$ cat src/svo_pkg.sv
// ----------------------------------------------------------------------------
// svo_pkg
// Shared types and constants for the segment address-to-offset lookup.
// ----------------------------------------------------------------------------
package svo_pkg;

  localparam int NUM_SEGMENTS = 16;
  localparam int SEG_ADDR_W   = (NUM_SEGMENTS > 1) ? $clog2(NUM_SEGMENTS) : 1;
  localparam int CFG_W        = 5;
  localparam int SEG_IDX_W    = 4;

  typedef enum logic {
    ACT_LOAD   = 1'b0,
    ACT_LOOKUP = 1'b1
  } action_t;

  typedef struct packed {
    action_t               action;
    logic [SEG_IDX_W-1:0]  entry_index;
    logic [31:0]           seg_vaddr;
    logic [31:0]           seg_filesz;
    logic [31:0]           seg_offset;
    logic [31:0]           lookup_vaddr;
    logic [31:0]           span;
  } in_word_t;

  typedef struct packed {
    logic                  found;
    logic [SEG_IDX_W-1:0]  seg_index;
    logic [31:0]           file_offset;
    logic [31:0]           room;
  } out_word_t;

  // One table row as stored in the RAM
  typedef struct packed {
    logic [31:0] base;
    logic [31:0] size;
    logic [31:0] fileoff;
  } seg_entry_t;

  localparam int ENTRY_W = $bits(seg_entry_t);

  // Lookup request handed from the top level to the scan sequencer
  typedef struct packed {
    logic                  start;
    logic [31:0]           addr;
    logic [31:0]           need;
    logic [SEG_ADDR_W-1:0] last_k;
    logic                  none;
  } lookup_req_t;

endpackage

$ cat src/svo_ram.sv
// ----------------------------------------------------------------------------
// svo_ram
// Generic single-write, single-read RAM with registered read data.
// ----------------------------------------------------------------------------
module svo_ram #(
  parameter int WIDTH = 32,
  parameter int DEPTH = 16
) (
  input  logic                                      clk,
  input  logic                                      we,
  input  logic [((DEPTH > 1) ? $clog2(DEPTH) : 1)-1:0] waddr,
  input  logic [WIDTH-1:0]                          wdata,
  input  logic [((DEPTH > 1) ? $clog2(DEPTH) : 1)-1:0] raddr,
  output logic [WIDTH-1:0]                          rdata
);

  logic [WIDTH-1:0] mem [DEPTH];

  always_ff @(posedge clk) begin
    if (we) begin
      mem[waddr] <= wdata;
    end
    rdata <= mem[raddr];
  end

endmodule

$ cat src/svo_scan.sv
// ----------------------------------------------------------------------------
// svo_scan
// Lookup sequencer: walks the table one entry per cycle unless the output
// stalls, checks each against address and span, registers first hit or miss.
// ----------------------------------------------------------------------------
module svo_scan (
  input  logic                           clk,
  input  logic                           rst,
  input  svo_pkg::lookup_req_t           req,
  input  svo_pkg::seg_entry_t            ent,
  output logic [svo_pkg::SEG_ADDR_W-1:0] raddr,
  output logic                           busy,
  output logic                           out_valid,
  input  logic                           out_stall,
  output svo_pkg::out_word_t             out_word
);

  typedef enum logic {
    S_IDLE,
    S_SCAN
  } state_t;

  state_t                         state;
  logic [svo_pkg::SEG_ADDR_W-1:0] chk_k;
  logic [svo_pkg::SEG_ADDR_W-1:0] last_k;
  logic                           none;
  logic [31:0]                    addr;
  logic [31:0]                    need;

  logic        frozen;
  logic [31:0] gap;
  logic [31:0] left;
  logic        hit;
  logic        done;

  // Hold the scan while the previous word still sits in the output register
  assign frozen = out_valid && out_stall;

  assign gap  = addr - ent.base;
  assign left = ent.size - gap;
  assign hit  = (addr >= ent.base) && (ent.size >= gap) && (left >= need);
  assign done = none || hit || (chk_k == last_k);

  assign busy = (state == S_SCAN);

  // Entry chk_k is on the RAM output; prefetch the next one unless frozen
  always_comb begin
    case (state)
      S_IDLE:  raddr = '0;
      S_SCAN:  raddr = frozen ? chk_k : svo_pkg::SEG_ADDR_W'(chk_k + 1'b1);
      default: raddr = '0;
    endcase
  end

  always_ff @(posedge clk) begin
    if (rst) begin
      state     <= S_IDLE;
      out_valid <= 1'b0;
    end else begin
      // Raise on a finished scan, drop once the held word is taken
      if ((state == S_SCAN) && !frozen && done) begin
        out_valid <= 1'b1;
      end else if (!out_stall) begin
        out_valid <= 1'b0;
      end
      case (state)
        S_IDLE: begin
          if (req.start) begin
            addr   <= req.addr;
            need   <= req.need;
            last_k <= req.last_k;
            none   <= req.none;
            chk_k  <= '0;
            state  <= S_SCAN;
          end
        end
        S_SCAN: begin
          if (!frozen) begin
            if (done) begin
              if (hit && !none) begin
                out_word.found       <= 1'b1;
                out_word.seg_index   <= svo_pkg::SEG_IDX_W'(chk_k);
                out_word.file_offset <= ent.fileoff + gap;
                out_word.room        <= left;
              end else begin
                out_word <= '0;
              end
              state <= S_IDLE;
            end else begin
              chk_k <= svo_pkg::SEG_ADDR_W'(chk_k + 1'b1);
            end
          end
        end
        default: state <= S_IDLE;
      endcase
    end
  end

endmodule

$ cat src/segment_vaddr_to_offset_lookup.sv
// ----------------------------------------------------------------------------
// segment_vaddr_to_offset_lookup
// Segment table with virtual-address to file-offset translation.
// ----------------------------------------------------------------------------
// A load word writes one table entry (base, file size, file offset) and
// returns nothing. A lookup word scans the active entries in index order,
// one entry per cycle through the single read port of the table RAM, and
// returns the first entry that covers the address and span, or a miss.
// The number of entries examined runs up to and including the first hit,
// at most count (active_segments capped at the table depth) and at least
// one even when count is zero. The scan waits while the previous result is
// still stalled in the output register. in_stall is high for the length of
// a scan. Entries read before they were ever loaded give undefined fields.
// active_segments is written through cfg_we/cfg_data and must only change
// while idle.
// ----------------------------------------------------------------------------
module segment_vaddr_to_offset_lookup (
  input  logic                      clk,
  input  logic                      rst,
  input  logic                      cfg_we,
  input  logic [svo_pkg::CFG_W-1:0] cfg_data,
  input  logic                      in_valid,
  output logic                      in_stall,
  input  svo_pkg::in_word_t         in_word,
  output logic                      out_valid,
  input  logic                      out_stall,
  output svo_pkg::out_word_t        out_word
);

  logic [svo_pkg::CFG_W-1:0]      active_segments;
  logic                           in_accept;
  logic                           ram_we;
  logic [svo_pkg::SEG_ADDR_W-1:0] ram_raddr;
  svo_pkg::seg_entry_t            wr_entry;
  svo_pkg::seg_entry_t            rd_entry;
  svo_pkg::lookup_req_t           req;
  int unsigned                    cnt;
  logic                           busy;

  always_ff @(posedge clk) begin
    if (rst) begin
      active_segments <= '0;
    end else if (cfg_we) begin
      active_segments <= cfg_data;
    end
  end

  assign in_stall  = busy;
  assign in_accept = in_valid && !busy;

  // Drop loads aimed past the end of the table
  assign ram_we = in_accept && (in_word.action == svo_pkg::ACT_LOAD) &&
                  (int'(in_word.entry_index) < svo_pkg::NUM_SEGMENTS);

  assign wr_entry.base    = in_word.seg_vaddr;
  assign wr_entry.size    = in_word.seg_filesz;
  assign wr_entry.fileoff = in_word.seg_offset;

  always_comb begin
    cnt = (int'(active_segments) > svo_pkg::NUM_SEGMENTS) ?
          svo_pkg::NUM_SEGMENTS : int'(active_segments);
    req.start  = in_accept && (in_word.action == svo_pkg::ACT_LOOKUP);
    req.addr   = in_word.lookup_vaddr;
    req.need   = in_word.span;
    req.none   = (cnt == 0);
    req.last_k = svo_pkg::SEG_ADDR_W'(cnt - 1);
  end

  svo_ram #(
    .WIDTH (svo_pkg::ENTRY_W),
    .DEPTH (svo_pkg::NUM_SEGMENTS)
  ) u_table (
    .clk   (clk),
    .we    (ram_we),
    .waddr (svo_pkg::SEG_ADDR_W'(in_word.entry_index)),
    .wdata (wr_entry),
    .raddr (ram_raddr),
    .rdata (rd_entry)
  );

  svo_scan u_scan (
    .clk       (clk),
    .rst       (rst),
    .req       (req),
    .ent       (rd_entry),
    .raddr     (ram_raddr),
    .busy      (busy),
    .out_valid (out_valid),
    .out_stall (out_stall),
    .out_word  (out_word)
  );

endmodule

$ cat config.mk
export PLATFORM = sky130hd
export DESIGN_NAME = segment_vaddr_to_offset_lookup
export DESIGN_NICKNAME = d
export VERILOG_FILES = /design/src/svo_pkg.sv /design/src/svo_ram.sv /design/src/svo_scan.sv /design/src/segment_vaddr_to_offset_lookup.sv
export SDC_FILE = /design/constraint.sdc
export NUM_CORES = 2
export LEC_CHECK = 0
export BUFFER_PORTS_ARGS = -buffer_cell sky130_fd_sc_hd__clkbuf_2
export CAP_MARGIN = 20
export CORE_UTILIZATION = 56
export DETAILED_ROUTE_END_ITERATION = 6
export PLACE_DENSITY = 0.84
export SETUP_SLACK_MARGIN = 0.02
export SYNTH_ARGS = -nofsm -noshare
export SYNTH_HDL_FRONTEND = slang
export SYNTH_SLANG_ARGS = --single-unit
$ cat constraint.sdc
create_clock -name clk -period 9.8 [get_ports clk]
set_input_delay 1.47 -clock clk [delete_from_list [all_inputs] [get_ports clk]]
set_output_delay 1.47 -clock clk [all_outputs]
set_load 0.01 [all_outputs]
==> results.py <==
metrics = {
    "synthesis": {
        "yosys.area_share.simple": 0.0448,
        "async_flop_share": 0,
        "synth_flop_cell": "edfxtp_1",
        "synth_area_um2": 71400,
        "syn_area_per_cell_um2": 18.6,
        "synth_top_family_by_area": "multiplexers",
        "muxShareOfSynthArea": 0.122,
        "synth_top_area_cell": "edfxtp_1",
        "synth-edff-count": 1678,
        "ys_types": 73,
        "synth_area_leaders": "edfxtp_1, mux4_2, dfxtp_1, ha_1, nand2_1",
        "yosys.area.top_type_share": 0.706,
        "synth-xor-area-share": 0.0106,
        "synthesis.nets": 4156,
        "synth.most_common_cell": "edfxtp_1",
        "synth_cells": 3849,
        "ys_ff_latch": 1781,
        "ys_warn_count": 0,
        "yosys.area_share.adder": 0.0234,
        "synthTopCellsByCount": "edfxtp_1, mux4_2, nand2_1, and2_1, ha_1",
        "synth_seq_area_share": 0.734,
        "synth-compound-area-share": 0.0478,
    },
    "worst_setup_path": {
        "r2r_cells": 31,
        "cp-endpoint": "u_scan.out_word[26]$_SDFFCE_PN0P_",
        "critPathCaptureType": "flop",
        "rr_startpoint": "u_scan.addr[0]$_DFFE_PP_",
        "cpMostUsedCell": "a21o_1",
        "critPathMaxStageDelay_ps": 980,
        "path_class": "flop to flop",
        "slowest_stage": "and3_4",
        "r2r_end": "u_scan.out_word[26]$_SDFFCE_PN0P_",
        "cp.required_ps": 10220,
        "start_kind": "flop",
        "r2r_slack_ps": 1540,
        "critPathLaunch": "u_scan.addr[0]$_DFFE_PP_",
        "arrival_ps": 8680,
        "critical_path.max_fanout": 69,
    },
    "route": {
        "vias_per_cell": 6.65,
        "wl_um": 190000,
        "wire_per_inst_um": 32.0,
        "drt.antenna.violating_nets": 0,
        "drc": 0,
        "num_vias": 39603,
        "drtIter0Drc": 5666,
        "dr.pass1.iters": 5,
    },
    "placement": {
        "hpwl_um": 105000,
        "io_buffers": 245,
        "place_congestion": 0.963,
        "post-place-ws_ps": 1770,
    },
    "sta": {
        "max_slew.worst_pin.slew_ps": 1170,
        "fin_crit_ps": 8260,
        "finalWorstSetupSlack_ps": 1540,
        "tns_ps": 0,
        "slew_violations": 0,
        "final.period_utilization": 0.843,
        "finalHoldViolCount": 0,
        "slew_headroom": 0.218,
        "skew_ps": 34.0,
        "rsz0062_at_grt": "no",
        "setup-violations-final": 0,
        "fmax_mhz": 121,
    },
    "clocking": {
        "cts_max_path_buffers": 3,
        "cts_setup_buffers": 0,
        "cts_buffers": 166,
        "holdBufCountCts": 0,
        "clock_sinks": 1781,
        "cts_resized": 0,
        "clock_latency_ps": 830,
        "htree_levels": 4,
        "clock-root-buffer": "clkbuf_16",
        "cts_tree": "built",
        "clkTransAtPathRegs_ps": 70,
    },
    "die": {
        "fp.dieH_um": 359,
        "std_cell_rows": 130,
        "fp.coreArea_um2": 126000,
        "io_pins": 246,
        "die_area_um2": 129000,
        "die_x_um": 359,
        "initial_core_util": 0.567,
    },
    "global_routing": {
        "grt_first_pass_wirelength_um": 270000,
        "grt_antenna_before_repair": 33,
        "grt_pass1_vias": 38950,
        "grt_max_degree": 126,
        "track_usage": 0.293,
        "grt_overflow": 0,
    },
    "power_and_ir_drop": {
        "finalPower_mw": 17.1,
        "peakVddDrop_v": 0.000143,
        "leakage_nw": 27.5,
        "p_per_area_nw_per_um2": 214,
    },
    "worst_hold_path": {
        "hp-start": "active_segments[0]$_SDFFE_PP0P_",
        "holdCritPathClass": "flop to flop",
    },
    "cells_and_area": {
        "nets": 4457,
        "syn2layout_area_growth_pct": 12.1,
        "layout-drive-gt1-share": 0.225,
        "fillers": 7929,
    },
    "outcome": {
        "run_status": "completed",
    },
    "flow_run": {
        "maxCapViolCount": 0,
    },
}
-- worst min-delay path by stage --
stage	to	slack, ps	cells after the start
2_1_floorplan	active_segments[1]$_SDFFE_PP0P_	490	2
3_3_place_gp	active_segments[0]$_SDFFE_PP0P_	520	2
3_5_place_dp	active_segments[0]$_SDFFE_PP0P_	530	2
4_1_cts	active_segments[1]$_SDFFE_PP0P_	550	2
5_1_grt	active_segments[3]$_SDFFE_PP0P_	580	2
6_report	active_segments[0]$_SDFFE_PP0P_	550	2
-- critical path: cells and delay by family, from the launching register on --
family,cells,cell delay [ps]
compound gates,17,3830
simple gates,6,1940
fa+ha+maj,4,1040
flops,1,380
xor+xnor,1,340
buf+inv,3,210
-- placed cells by master, fill, tap and decap left out, drive strengths merged, types with 57 or more instances in the layout --
cell / count
nand2: 257
buf: 57
inv: 131
dfxtp: 103
a21oi: 89
clkbuf: 469
edfxtp: 1678
mux4: 384
nor2: 106
ha: 129
and2: 140
a21o: 65
a211oi: 107
a31oi: 108
-- registers in the layout (all words and copies together), names as in the netlist --
register          cells
active_segments       5
u_scan.addr          32
u_scan.busy           1
u_scan.chk_k          4
u_scan.last_k         4
u_scan.need          32
u_scan.none           1
u_scan.out_valid      1
u_scan.out_word      69
u_table.mem        1536
u_table.rdata        96
-- report_power, final --
| part | switching, mW | internal, mW | leakage (nW) |
|---|---|---|---|
| combinational | 1.44 | 0.820 | 8.84 |
| sequential | 0.0651 | 8.43 | 16.1 |
| clock | 2.86 | 3.50 | 2.58 |
-- layer usage --
layer | up-vias | GRT usage | share of wire | wire (um)
met1 | 20037 | 0.394 | 0.36 | 68800
met2 | 3033 | 0.455 | 0.47 | 90200
li1 | 16089 | - | - | -
met3 | 422 | 0.0791 | 0.12 | 22800
met4 | 22 | 0.123 | 0.043 | 8140
met5 | - | 0 | 0.00078 | 149
-- cells by family (layout without fill, tap and decap cells) --
kind of cell	after synthesis	after routing
xor+xnor	85	85
fa+ha+maj	132	132
other cells	0	15
buf+inv	289	727
simple gates	660	660
mux	392	392
compound gates	510	510
flops	1781	1781
-- through the flow --
stage               hold WS, ps  instance area (um2)  std cells   util
finish                      552                80100       5952  0.635
floorplan                   485                71400       3849      -
global route                581                80000       5950  0.635
CTS                         548                80000       5935  0.634
global placement            518                74700       5630  0.592
detailed placement          526                74700       5630  0.592
-- cell type report --
type / instances / area, um2 / area share
inverter: 120 / 455 / 0.00569
multi-input combinational: 1779 / 17900 / 0.224
sequential: 1781 / 52500 / 0.655
antenna: 15 / 37.5 / 0.000469
timing repair buffer: 302 / 1800 / 0.0225
tap: 1650 / 2060 / 0.0258
clock inverter: 81 / 802 / 0.0100
clock buffer: 224 / 4500 / 0.0563
Note: power is estimated with default switching activity, not from simulation.
